**src/hw/rtl/srdf_pkg.sv**
```systemverilog
// Shared types and constants for the shadow register dirty-flush block.
// Field widths, action codes and the shadow write request; no dependencies.
package srdf_pkg;

  localparam int ADDR_W        = 5;
  localparam int DATA_W        = 10;
  localparam int FRAME_W       = ADDR_W + DATA_W;
  localparam int NUM_REGS_DEF  = 32;

  typedef enum logic [1:0] {
    ACT_SET       = 2'd0,
    ACT_FLUSH     = 2'd1,
    ACT_FLUSH_ONE = 2'd2,
    ACT_MARK_ALL  = 2'd3
  } action_t;

  typedef struct packed {
    logic              en;
    logic [ADDR_W-1:0] addr;
    logic [DATA_W-1:0] data;
  } shd_wr_t;

endpackage

```
**src/hw/rtl/srdf_shadow.sv**
```systemverilog
// Shadow value store: one write port, one registered read port.
// Entries never written since reset read as zero. Uses srdf_pkg.
module srdf_shadow #(
  parameter int NUM_REGS = srdf_pkg::NUM_REGS_DEF
) (
  input  logic                          clk,
  input  logic                          rst,
  input  srdf_pkg::shd_wr_t             wr,
  input  logic                          rd_en,
  input  logic [srdf_pkg::ADDR_W-1:0]   rd_addr,
  output logic [srdf_pkg::DATA_W-1:0]   rd_data
);

  localparam int IDX_W = (NUM_REGS > 1) ? $clog2(NUM_REGS) : 1;

  logic [srdf_pkg::DATA_W-1:0] mem [NUM_REGS];
  logic [NUM_REGS-1:0]         written;
  logic [srdf_pkg::DATA_W-1:0] rd_q;
  logic                        rd_ok;

  always_ff @(posedge clk) begin
    if (wr.en) begin
      mem[wr.addr[IDX_W-1:0]] <= wr.data;
    end
  end

  always_ff @(posedge clk) begin
    if (rst) begin
      written <= '0;
    end else if (wr.en) begin
      written[wr.addr[IDX_W-1:0]] <= 1'b1;
    end
  end

  always_ff @(posedge clk) begin
    if (rd_en) begin
      rd_q  <= mem[rd_addr[IDX_W-1:0]];
      rd_ok <= written[rd_addr[IDX_W-1:0]];
    end
  end

  // unwritten entries hold the reset value of zero
  assign rd_data = rd_ok ? rd_q : '0;

endmodule

```
**src/hw/rtl/shadow_register_dirty_flush.sv**
```systemverilog
// Shadow register file with dirty tracking; emits write frames on flush.
// Set and mark-all never stall the input; flush-one goes through S_LOAD and S_SEND to the output register.
// Flush scans one address per cycle up to the highest dirty one, stepping through
// S_LOAD and S_SEND for each dirty word and waiting while the output stalls; no new word meanwhile.
// Synchronous reset clears dirty bits, shadow contents (read as zero) and out_valid.
// Uses srdf_pkg and srdf_shadow.
module shadow_register_dirty_flush #(
  parameter int NUM_REGS = srdf_pkg::NUM_REGS_DEF
) (
  input  logic                           clk,
  input  logic                           rst,
  input  logic                           in_valid,
  output logic                           in_stall,
  input  logic [1:0]                     action,
  input  logic [srdf_pkg::ADDR_W-1:0]    address,
  input  logic [srdf_pkg::DATA_W-1:0]    value,
  output logic                           out_valid,
  input  logic                           out_stall,
  output logic [srdf_pkg::FRAME_W-1:0]   spi_frame,
  output logic                           last
);

  localparam int IDX_W = (NUM_REGS > 1) ? $clog2(NUM_REGS) : 1;
  localparam logic [srdf_pkg::ADDR_W:0] REG_LIM = (srdf_pkg::ADDR_W + 1)'(NUM_REGS);

  typedef enum logic [3:0] {
    S_IDLE = 4'b0001,
    S_SCAN = 4'b0010,
    S_LOAD = 4'b0100,
    S_SEND = 4'b1000
  } state_t;

  state_t                       state, state_next;
  logic [IDX_W-1:0]             idx, idx_next;
  logic                         one_mode, one_mode_next;
  logic [NUM_REGS-1:0]          dirty, dirty_next;
  logic [NUM_REGS-1:0]          idx_bit;
  logic                         in_acc;
  logic                         addr_ok;
  logic                         load_out;
  logic                         frame_last;
  srdf_pkg::action_t            act;
  srdf_pkg::shd_wr_t            wr;
  logic [srdf_pkg::DATA_W-1:0]  rd_data;

  assign act      = srdf_pkg::action_t'(action);
  assign in_stall = (state != S_IDLE);
  assign in_acc   = in_valid && !in_stall;
  assign addr_ok  = ({1'b0, address} < REG_LIM);
  assign load_out = (state == S_SEND) && (!out_valid || !out_stall);

  always_comb begin
    idx_bit      = '0;
    idx_bit[idx] = 1'b1;
  end

  assign frame_last = one_mode || ((dirty & ~idx_bit) == '0);

  assign wr.en   = in_acc && (act == srdf_pkg::ACT_SET) && addr_ok;
  assign wr.addr = address;
  assign wr.data = value;

  srdf_shadow #(
    .NUM_REGS (NUM_REGS)
  ) u_shadow (
    .clk     (clk),
    .rst     (rst),
    .wr      (wr),
    .rd_en   (state == S_LOAD),
    .rd_addr (srdf_pkg::ADDR_W'(idx)),
    .rd_data (rd_data)
  );

  always_comb begin
    dirty_next = dirty;
    if (in_acc) begin
      unique case (act)
        srdf_pkg::ACT_SET: begin
          if (addr_ok) dirty_next[address[IDX_W-1:0]] = 1'b1;
        end
        srdf_pkg::ACT_FLUSH_ONE: begin
          if (addr_ok) dirty_next[address[IDX_W-1:0]] = 1'b0;
        end
        srdf_pkg::ACT_MARK_ALL: begin
          dirty_next = '1;
        end
        default: begin
          // flush leaves bits for the scan to clear
        end
      endcase
    end
    // drop each dirty bit as its word goes out
    if (load_out && !one_mode) begin
      dirty_next = dirty & ~idx_bit;
    end
  end

  always_comb begin
    state_next    = state;
    idx_next      = idx;
    one_mode_next = one_mode;
    unique case (state)
      S_IDLE: begin
        if (in_acc && act == srdf_pkg::ACT_FLUSH && dirty != '0) begin
          idx_next      = '0;
          one_mode_next = 1'b0;
          state_next    = S_SCAN;
        end else if (in_acc && act == srdf_pkg::ACT_FLUSH_ONE && addr_ok) begin
          idx_next      = address[IDX_W-1:0];
          one_mode_next = 1'b1;
          state_next    = S_LOAD;
        end
      end
      S_SCAN: begin
        if (dirty[idx]) begin
          state_next = S_LOAD;
        end else begin
          idx_next = idx + 1'b1;
        end
      end
      S_LOAD: begin
        state_next = S_SEND;
      end
      S_SEND: begin
        if (load_out) begin
          if (frame_last) begin
            state_next = S_IDLE;
          end else begin
            idx_next   = idx + 1'b1;
            state_next = S_SCAN;
          end
        end
      end
      default: begin
        state_next = S_IDLE;
      end
    endcase
  end

  always_ff @(posedge clk) begin
    if (rst) begin
      state    <= S_IDLE;
      idx      <= '0;
      one_mode <= 1'b0;
      dirty    <= '0;
    end else begin
      state    <= state_next;
      idx      <= idx_next;
      one_mode <= one_mode_next;
      dirty    <= dirty_next;
    end
  end

  always_ff @(posedge clk) begin
    if (rst) begin
      out_valid <= 1'b0;
    end else if (load_out) begin
      out_valid <= 1'b1;
    end else if (!out_stall) begin
      out_valid <= 1'b0;
    end
  end

  always_ff @(posedge clk) begin
    if (load_out) begin
      spi_frame <= {srdf_pkg::ADDR_W'(idx), rd_data};
      last      <= frame_last;
    end
  end

  // scan runs only while something is still dirty
  a_scan_has_work: assert property (@(posedge clk) disable iff (rst)
    (state == S_SCAN) |-> (dirty != '0))
    else $error("scan with no dirty bit left");

  a_flush_clears: assert property (@(posedge clk) disable iff (rst)
    (load_out && !one_mode && frame_last) |=> (dirty == '0))
    else $error("dirty bits left after final flush word");

  a_last_ends: assert property (@(posedge clk) disable iff (rst)
    (load_out && frame_last) |=> (state == S_IDLE))
    else $error("sequencer busy after final word");

  a_sent_clean: assert property (@(posedge clk) disable iff (rst)
    (load_out && !one_mode) |=> !dirty[$past(idx)])
    else $error("dirty bit kept for a flushed word");

endmodule

```
**config.mk**
```make
export PLATFORM = sky130hd
export DESIGN_NAME = shadow_register_dirty_flush
export DESIGN_NICKNAME = d
export VERILOG_FILES = /design/src/hw/rtl/srdf_pkg.sv /design/src/hw/rtl/srdf_shadow.sv /design/src/hw/rtl/shadow_register_dirty_flush.sv
export SDC_FILE = /design/constraint.sdc
export NUM_CORES = 1
export LEC_CHECK = 0
export CORE_ASPECT_RATIO = 0.9
export CORE_MARGIN = 4
export CORE_UTILIZATION = 55
export DETAILED_ROUTE_END_ITERATION = 6
export DONT_BUFFER_PORTS = 1
export HOLD_SLACK_MARGIN = 0.1
export PLACE_DENSITY = 0.7
export SYNTH_ARGS = -nofsm -noshare
export SYNTH_HDL_FRONTEND = slang
export SYNTH_HIERARCHICAL = 1
export SYNTH_SLANG_ARGS = --single-unit
```
**constraint.sdc**
```tcl
create_clock -name clk -period 7.25 [get_ports clk]
set_input_delay 0 -clock clk [delete_from_list [all_inputs] [get_ports clk]]
set_output_delay 0 -clock clk [all_outputs]
set_load 0.1 [all_outputs]
```
==> impl_metrics.csv, run 1 <==
group,metric,value,unit
detailed_routing,drt_iter0_drc,1546,
final_layout,fill_cells,2498,
floorplan,die_w,202,um
detailed_routing,drc,0,
power_and_ir_drop,p_total,5.70,mW
placed_design,post-place-ws,3.62,ns
critical_path,path_buf_inv,4,
detailed_routing,wirelength,48200,um
critical_path,max_stage_delay,0.99,ns
placed_design,placed_area,18600,um^2
final_layout,areaGrowthSynthToFinish,11.6,%
sta,post-route-period-util,0.580,
critical_path,worstPathRequired,7.70,ns
global_routing,grt_start_max_net_pins,79,
detailed_routing,wire_per_inst,25.5,um
sta,tightest_slew,1.20,ns
critical_path,cp_max_fo,25,
clock_network,clk_latency,0.56,ns
placed_design,hpwl,27900,um
sta,whs,0.120,ns
synth,yosys.area.top_type_share,0.562,
detailed_routing,vias,12200,
sta,tns,0,ns
synth,ys_ff_latch,422,
power_and_ir_drop,total_leakage_power,6.66,nW
final_layout,antenna_cells,0,
synth,avgSynthCellArea,13.1,um^2
critical_path,crit_type,"flip-flop to flip-flop",
floorplan,die_y,182,um
detailed_routing,vias_per_cell,6.49,
final_layout,drive_gt1_frac,0.0825,
power_and_ir_drop,p_per_area,275,nW/um^2
placed_design,numPortBuffers,0,
synth,ys_seq_area_frac,0.643,
sta,setup_viol,0,
synth,async_flop_share,0,
synth,synth.cell_area,18500,um^2
clock_network,cts-htree-levels,2,
run,cap_violations,0,
clock_network,ctsLongestPathBuffers,3,
critical_path,cpMostUsedCell,"dlygate4sd3_1",
sta,fin_crit,4.21,ns
clock_network,cts_buffers,43,
global_routing,grtUsageTotal,0.258,
critical_path,critPathLaunchType,"flip-flop",
synth,synthCells,1414,
final_layout,final_util,0.625,
power_and_ir_drop,vdd_drop_max,0.183,mV
final_layout,final_cells,1888,
global_routing,grt_pass1_wl,73500,um
sta,drv_slew,0,
final_layout,layout_commonest_cell,"edfxtp_1",
outcome,status,"finished, final reports clean",
sta,slew_headroom,0.195,
synth,yosysTopAreaCell,"edfxtp_1",
placed_design,place_inst,1760,
placed_design,gp_congestion,0.893,
global_routing,grt_pass1_vias,11800,
sta,report.final.hold_viol_count,0,
final_layout,nets,1458,
synth,ys_types,69,
critical_path,cpLargestDelayFamily,"buffers and inverters",
synth,synthTopCellsByArea,"edfxtp_1, mux2i_1, dfxtp_1",
synth,synth_nets,1441,
floorplan,dieArea,36700,um^2
floorplan,start_util,0.560,
sta,rsz0062_at_grt,"no",
synth,synthFlopType,"edfxtp_1",
sta,fmaxAchievable,0.238,GHz
detailed_routing,first_pass_iters,5,
critical_path,crit_chain,"nand2_1 -> nor3b_4 -> a21oi_2 -> buf_4 -> o211ai_1 -> dlygate4sd3_1 -> a22oi_1 -> dlygate4sd3_1 -> nor2_1 -> dlygate4sd3_1",
clock_network,root_buffer,"clkbuf_16",
final_layout,final_cell_area,20700,um^2
global_routing,antenna_found_initial,0,
critical_path,critical_path.slowest_cell,"dfxtp_1",
detailed_routing,antenna_left,0,
clock_network,clkSlewWorstSetupHoldPaths,0.06,ns
clock_network,post_cts_buffers,0,
sta,setup_ws,3.04,ns
critical_path,end_kind,"flip-flop",
final_layout,mostFrequentLayoutCells,"edfxtp_1, mux2i_1, nor2_1",
floorplan,row_count,63,
global_routing,gr-total-overflow,0,
hold_path,hold_path_class,"primary input to flip-flop",
floorplan,fp.coreArea,33100,um^2
sta,skew,0.0200,ns
clock_network,cts_tree,"done",
synth,yosysWarningCount,6,
clock_network,clkSinkCount,422,
critical_path,cp.arrival,4.65,ns
floorplan,io_pins,39,
synth,synth_edf_count,347,
[registers in the layout, summed over array words and instances, names as in the netlist]
name	flops
spi_frame	15
u_shadow/rd_q	10
u_shadow/rd_ok	1
last	1
u_shadow/written	32
one_mode	1
idx	5
state	4
dirty	32
u_shadow/mem	320
out_valid	1
[final timing paths]
check                           cells after the start                              start  slack, ns                                 to
worst max register to register                     10             out_valid$_SDFFE_PP0P_       3.04             dirty[20]$_SDFFE_PP0P_
worst min register to register                      2  u_shadow/written[24]$_SDFFE_PP0P_       0.47  u_shadow/written[24]$_SDFFE_PP0P_
worst max-delay path                               10             out_valid$_SDFFE_PP0P_       3.04             dirty[20]$_SDFFE_PP0P_
worst min-delay path                                6                         address[2]       0.12             dirty[22]$_SDFFE_PP0P_
[layout make-up]
type | count | area (um^2) | share of cell area
clock buffer | 60 | 1210 | 0.0585
timing repair buffer | 60 | 698 | 0.0337
inverter | 13 | 48.8 | 0.00236
multi-input combinational | 891 | 6040 | 0.292
tap | 422 | 528 | 0.0255
sequential | 422 | 11900 | 0.577
clock inverter | 20 | 238 | 0.0115
[tightest hold or removal path: stages]
cell and delay (ns):
and3b_1 0.21, nand2_1 0.10, nand2_1 0.05, o211ai_1 0.11, a22oi_1 0.10, nor2_1 0.07
[metal layers]
metal | track usage | vias up | share of wire
li1 | - | 5457 | -
met1 | 0.393 | 6045 | 0.43
met2 | 0.387 | 661 | 0.45
met3 | 0.0474 | 81 | 0.095
met4 | 0.0678 | 0 | 0.024
met5 | 0 | - | 0
[Yosys cell counts, types with 5 or more instances]
master       n
a211oi_1     7
a21o_1      17
a21oi_1     60
a22o_1      23
a22oi_1     65
a2bb2oi_1    5
a31oi_1     21
and2_1      13
buf_2       23
buf_4        8
buf_6       15
clkbuf_1    36
dfxtp_1     75
edfxtp_1   347
ha_1         6
inv_1       13
mux2i_1    191
nand2_1     95
nand2b_1    12
nand3_1     32
nand3b_1     8
nand4_1     22
nand4b_1    11
nor2_1     154
nor2b_1      8
nor3_1      17
nor4_1       9
o211ai_1    20
o21ai_0     15
o22ai_1      6
or4bb_1      8
[logic make-up (layout without fill, tap and decap cells)]
group           Yosys count  in the layout  share of synthesized area
buf+inv                 101            153                     0.0332
mux                     191            191                      0.103
compound gates          269            269                      0.101
simple gates            423            423                      0.115
xor+xnor                  2              2                   0.000945
flops                   422            422                      0.643
fa+ha+maj                 6              6                    0.00405
[repair_timing]
action | in CTS | in global routing
resized for setup | 0 | 0
hold endpoints to repair | 731 | 0
hold buffers | 48 | 0
[power by group]
part	switching, mW	total, mW	internal [mW]	leakage, nW
combinational	0.455	0.742	0.287	2.21
sequential	0.0662	2.72	2.65	3.73
clock	0.921	2.24	1.32	0.718
Power figures use the tool's default switching activity.
==> inputs of run 2 (changes only) <==
==> constraint.sdc (replaced) <==
create_clock -name clk -period 4.2 [get_ports clk]
set_input_delay 0 -clock clk [delete_from_list [all_inputs] [get_ports clk]]
set_output_delay 0 -clock clk [all_outputs]
set_load 0.1 [all_outputs]
==> run 2 against run 1 <==
Against the previous run: the flow now finishes with violations (design-rule violations); final cell count rose by 1.4%; sequential share of layout area down 0.42 points; combinational power increased by 73%; register-to-register slack worse by 2.2 ns; via count fell by 0.20%; flip-flop and latch count unchanged; design area is 0.73% higher; maximum frequency is 27% higher; largest cell class unchanged; wire length down 4.6%; highest routed layer unchanged; clock skew is 0.0077 ns lower; utilization grew 0.46 points; non-clock buffer count is 28 higher.
==> impl_metrics.csv, run 2 (synthesized netlist as in run 1, its figures left out) <==
group,metric,value,unit
final_layout,areaGrowthSynthToFinish,12.4,%
detailed_routing,vias,12200,
clock_network,cts_resized,0,
critical_path,r2r_cells,5,
clock_network,cts-htree-levels,2,
final_layout,final_util,0.630,
power_and_ir_drop,vdd_drop_max,0.297,mV
floorplan,row_count,63,
critical_path,crit_type,"flip-flop to flip-flop",
clock_network,post_cts_buffers,0,
outcome,violations,"design-rule violations",
clock_network,cts_tree,"done",
sta,fin_crit,3.32,ns
critical_path,r2r-start,"state[0]$_SDFFE_PP1P_",
global_routing,gr-total-overflow,0,
placed_design,numPortBuffers,0,
detailed_routing,drt_iter0_drc,1358,
sta,tightest_slew,1.04,ns
global_routing,use_met1,0.343,
placed_design,post-place-ws,0.925,ns
clock_network,clk_latency,0.54,ns
clock_network,ctsLongestPathBuffers,3,
critical_path,end_kind,"flip-flop",
floorplan,die_w,202,um
placed_design,placed_area,18900,um^2
sta,rsz0062_at_grt,"no",
global_routing,antenna_found_initial,0,
final_layout,antenna_cells,0,
global_routing,grtUsageTotal,0.247,
floorplan,start_util,0.560,
floorplan,fp.coreArea,33100,um^2
floorplan,die_y,182,um
sta,setup_viol,0,
critical_path,max_stage_delay,0.72,ns
final_layout,drive_gt1_frac,0.107,
clock_network,ctsHoldBuffers,38,
final_layout,mostFrequentLayoutCells,"edfxtp_1, mux2i_1, nor2_1",
sta,slew_headroom,0.307,
critical_path,cpLargestDelayFamily,"simple AND/OR/NAND/NOR gates",
critical_path,critical_path.slowest_cell,"nor2_1",
sta,tns,0,ns
critical_path,worstPathRequired,4.36,ns
floorplan,io_pins,39,
critical_path,path_buf_inv,0,
global_routing,use_met3,0.0441,
final_layout,layout_commonest_cell,"edfxtp_1",
hold_path,holdPathStages,6,
critical_path,critPathLaunchType,"flip-flop",
critical_path,cp_max_fo,11,
final_layout,final_cells,1914,
detailed_routing,wirelength,46000,um
detailed_routing,wire_per_inst,24.0,um
global_routing,grt_busiest_layer,"met2",
global_routing,grt_start_max_net_pins,123,
hold_path,min_from,"address[2]",
detailed_routing,first_pass_iters,7,
critical_path,crit_chain,"nor4b_2 -> nand2_1 -> nor3_1 -> or3b_2 -> nor2_1",
outcome,status,"complete, but fails checks",
sta,skew,0.0123,ns
critical_path,cp.arrival,3.48,ns
detailed_routing,vias_per_cell,6.38,
global_routing,use_met2,0.400,
clock_network,clkSinkCount,422,
global_routing,grt_pass1_wl,70800,um
hold_path,hold_path_class,"primary input to flip-flop",
sta,drv_slew,0,
power_and_ir_drop,p_per_area,464,nW/um^2
final_layout,nets,1486,
detailed_routing,drc,6,
sta,setup_ws,0.878,ns
sta,report.final.hold_viol_count,0,
sta,post-route-period-util,0.791,
clock_network,clkSlewWorstSetupHoldPaths,0.06,ns
placed_design,place_inst,1798,
critical_path,cp-startpoint,"state[0]$_SDFFE_PP1P_",
sta,fmaxAchievable,0.301,GHz
critical_path,cp.depth,5,
final_layout,largest_reg_flops,320,
power_and_ir_drop,total_leakage_power,6.80,nW
clock_network,root_buffer,"clkbuf_16",
global_routing,grt_pass1_vias,11900,
final_layout,final_cell_area,20800,um^2
floorplan,dieArea,36700,um^2
detailed_routing,antenna_left,0,
placed_design,gp_congestion,0.930,
placed_design,hpwl,27600,um
run,cap_violations,0,
clock_network,cts_buffers,43,
[run 2: cell count changes in the layout (fill, tap and decap cells not counted), sizes merged]
cell / delta
clkbuf: -9
clkinvlp: +2
buf: +38
clkinv: +6
dlygate4sd3: -10
bufinv: -1
[run 2: tightest hold or removal path, cell delays in order]
cell and delay [ns]:
nor3b_1 0.18, nand2_1 0.11, nand2_1 0.05, o211ai_1 0.10, a22oi_1 0.10, nor2_1 0.08
[run 2: metal layers]
layer	vias up	share of wire
met5	-	0
met4	0	0.034
met3	101	0.076
met2	558	0.47
met1	6043	0.42
li1	5518	-
[run 2: final timing paths]
check | to | slack, ns
setup / recovery | u_shadow/mem[28][9]$_DFFE_PP_ | 0.88
hold / removal | dirty[4]$_SDFFE_PP0P_ | 0.13
setup reg to reg | u_shadow/mem[28][9]$_DFFE_PP_ | 0.88
hold reg to reg | u_shadow/written[1]$_SDFFE_PP0P_ | 0.47
[run 2: cell type report]
cell class | count | area [um^2]
well taps | 422 | 528
inverters | 13 | 48.8
clock inverters | 27 | 243
fillers | 2453 | 12300
flip-flops and latches | 422 | 11900
multi-input cells | 891 | 6040
clock buffers | 51 | 1150
repair buffers | 88 | 908
[run 2: power by group]
part,total [mW],switching (mW),internal [mW]
Sequential,4.67,0.0945,4.57
Clock,3.71,1.57,2.15
Combinational,1.28,0.781,0.500
Total,9.66,2.44,7.22
[run 2: through the flow]
step | power (mW) | hold WS, ns
floorplan | 5.66 | 0.0724
global placement | 5.88 | 0.0816
detailed placement | 5.89 | 0.0844
CTS | 9.70 | 0.105
global route | 10.0 | 0.137
finish | 9.66 | 0.126
==> inputs of run 3 (changes only) <==
==> constraint.sdc (replaced) <==
create_clock -name clk -period 3.3 [get_ports clk]
set_input_delay 0 -clock clk [delete_from_list [all_inputs] [get_ports clk]]
set_output_delay 0 -clock clk [all_outputs]
set_load 0.1 [all_outputs]
==> run 3 against run 2 <==
Against the previous run: the run now ends clean; utilization increased by 0.60 points; critical path depth increased by 5; sequential share of layout area decreased by 0.54 points; clock-buffer cell count increased by 4; flip-flop and latch count unchanged; clock skew increased by 0.015 ns; first-iteration DRC count unchanged; combinational power increased by 34%; critical endpoint is now dirty[17]$_SDFFE_PP0P_.
==> impl_metrics.csv, run 3 (synthesized netlist as in run 1, its figures left out) <==
group,metric,value,unit
outcome,status,"finished, final reports clean",
critical_path,crit_type,"flip-flop to flip-flop",
final_layout,layout_commonest_cell,"edfxtp_1",
global_routing,grt_pass1_vias,11900,
sta,setup_viol,0,
hold_path,min_from,"address[1]",
power_and_ir_drop,total_leakage_power,6.91,nW
floorplan,fp.coreArea,33100,um^2
final_layout,fill_cells,2464,
sta,report.final.hold_viol_count,0,
global_routing,use_met2,0.412,
power_and_ir_drop,p_sw_frac,0.254,
critical_path,cp_max_fo,25,
placed_design,numPortBuffers,0,
detailed_routing,vias,12300,
power_and_ir_drop,p_per_area,584,nW/um^2
floorplan,start_util,0.560,
floorplan,io_pins,39,
critical_path,cp-startpoint,"state[3]$_SDFFE_PP0P_",
detailed_routing,first_pass_iters,6,
floorplan,die_w,202,um
power_and_ir_drop,vdd_drop_max,0.376,mV
global_routing,grt_pass1_wl,72600,um
detailed_routing,vias_per_cell,6.34,
critical_path,r2r_cells,10,
global_routing,gr-total-overflow,0,
hold_path,holdPathStages,3,
sta,skew,0.0277,ns
final_layout,drive_gt1_frac,0.112,
detailed_routing,wire_per_inst,24.3,um
global_routing,grtUsageTotal,0.254,
final_layout,antenna_cells,0,
sta,drv_slew,0,
critical_path,reg2reg_to,"dirty[17]$_SDFFE_PP0P_",
sta,slew_headroom,0.250,
run,cap_violations,0,
global_routing,antenna_found_initial,0,
clock_network,cts_tree,"done",
hold_path,hold_path_class,"primary input to flip-flop",
critical_path,end_kind,"flip-flop",
global_routing,use_met3,0.0322,
floorplan,dieArea,36700,um^2
critical_path,cp.arrival,3.64,ns
critical_path,path_buf_inv,3,
clock_network,clkSlewWorstSetupHoldPaths,0.06,ns
critical_path,crit_chain,"or4b_1 -> nor3b_4 -> buf_4 -> a21oi_2 -> buf_4 -> o211ai_1 -> a21oi_1 -> a2bb2oi_1 -> dlygate4sd3_1 -> nor2_1",
clock_network,cts_resized,0,
global_routing,grt_start_max_net_pins,104,
power_and_ir_drop,seq_power_share,0.482,
clock_network,ctsLongestPathBuffers,3,
sta,rsz0062_at_grt,"no",
floorplan,row_count,63,
sta,fmaxAchievable,0.317,GHz
clock_network,clk_latency,0.55,ns
clock_network,root_buffer,"clkbuf_16",
power_and_ir_drop,power_frac_comb,0.139,
critical_path,worstPathRequired,3.79,ns
placed_design,gp_congestion,0.926,
clock_network,clkSinkCount,422,
detailed_routing,wirelength,47100,um
sta,fin_crit,3.15,ns
final_layout,areaGrowthSynthToFinish,13.5,%
global_routing,use_met1,0.358,
sta,whs,0.131,ns
critical_path,critPathLaunchType,"flip-flop",
critical_path,cpLargestDelayFamily,"simple AND/OR/NAND/NOR gates",
sta,tns,0,ns
floorplan,die_y,182,um
clock_network,cts-htree-levels,2,
critical_path,reg2reg_slack,0.15,ns
critical_path,max_stage_delay,0.62,ns
final_layout,nets,1514,
detailed_routing,drc,0,
detailed_routing,drt_iter0_drc,1358,
clock_network,cts_buffers,43,
final_layout,mostFrequentLayoutCells,"edfxtp_1, mux2i_1, nor2_1",
power_and_ir_drop,p_switching,3.12,mW
critical_path,critical_path.slowest_cell,"or4b_1",
global_routing,grt_busiest_layer,"met2",
hold_path,hold_end,"u_shadow/mem[5][4]$_DFFE_PP_",
critical_path,cpMostUsedCell,"buf_4",
power_and_ir_drop,pwr-share-clk,0.379,
power_and_ir_drop,p_int,9.16,mW
final_layout,largest_reg_flops,320,
critical_path,r2r-start,"state[3]$_SDFFE_PP0P_",
detailed_routing,antenna_left,0,
placed_design,hpwl,28200,um
sta,tightest_slew,1.12,ns
sta,post-route-period-util,0.955,
==> run 3: metrics by stage <==
| stage | instances | power (mW) | setup WS [ns] | cell area, um^2 | utilization |
|---|---|---|---|---|---|
| after global routing | 1940 | 12.7 | 0.00906 | 21000 | 0.636 |
| final | 1940 | 12.3 | 0.150 | 21000 | 0.636 |
| after floorplan | 1414 | 7.20 | 0.449 | 18500 | - |
| after CTS | 1940 | 12.3 | 0.198 | 21000 | 0.636 |
| after detailed placement | 1820 | 7.55 | 0.297 | 19100 | 0.578 |
| after global placement | 1820 | 7.54 | 0.327 | 19100 | 0.578 |
==> run 3: worst reg2reg max path, stage by stage (launching register included) <==
cell and delay [ns]:
dfxtp_1 0.52, or4b_1 0.62, nor3b_4 0.33, buf_4 0.25, a21oi_2 0.04, buf_4 0.23
o211ai_1 0.19, a21oi_1 0.13, a2bb2oi_1 0.13, dlygate4sd3_1 0.56, nor2_1 0.08
==> run 3: timing repair <==
| item | 4_1_cts | 5_1_grt |
|---|---|---|
| hold buffers | 44 | 0 |
| hold endpoints to repair | 731 | 0 |
| setup buffers | 0 | 0 |
==> run 3: worst max path at each step <==
stage                                          to  slack [ns]  depth (start not counted)
finish                     dirty[17]$_SDFFE_PP0P_        0.15                         10
global route        u_shadow/mem[29][9]$_DFFE_PP_       0.009                          8
CTS                 u_shadow/mem[29][9]$_DFFE_PP_        0.20                          8
detailed placement            idx[1]$_SDFFE_PP0P_        0.30                          9
global placement              idx[3]$_SDFFE_PP0P_        0.33                          9
floorplan                     idx[1]$_SDFFE_PP0P_        0.45                         10
==> run 3: cell type report <==
cell class / count / area (um^2) / area share
well taps: 422 / 528 / 0.0251
flip-flops and latches: 422 / 11900 / 0.567
clock buffers: 55 / 1130 / 0.0538
clock inverters: 21 / 219 / 0.0104
repair buffers: 116 / 1150 / 0.0545
inverters: 13 / 48.8 / 0.00232
multi-input cells: 891 / 6040 / 0.287
==> run 3: routing by layer <==
metal,up-vias,share of wire,routed length (um)
met1,6088,0.42,19900
met5,-,0,0
met3,97,0.070,3280
met4,0,0.035,1650
met2,556,0.47,22300
li1,5563,-,-
==> run 3: power by group through the flow <==
stage               logic [mW]  registers [mW]  clock network, mW
floorplan                 1.22            5.98                  0
global placement          1.50            6.03                  0
detailed placement        1.52            6.03                  0
CTS                       1.69            5.92               4.72
global route              1.84            5.93               4.94
finish                    1.71            5.92               4.65
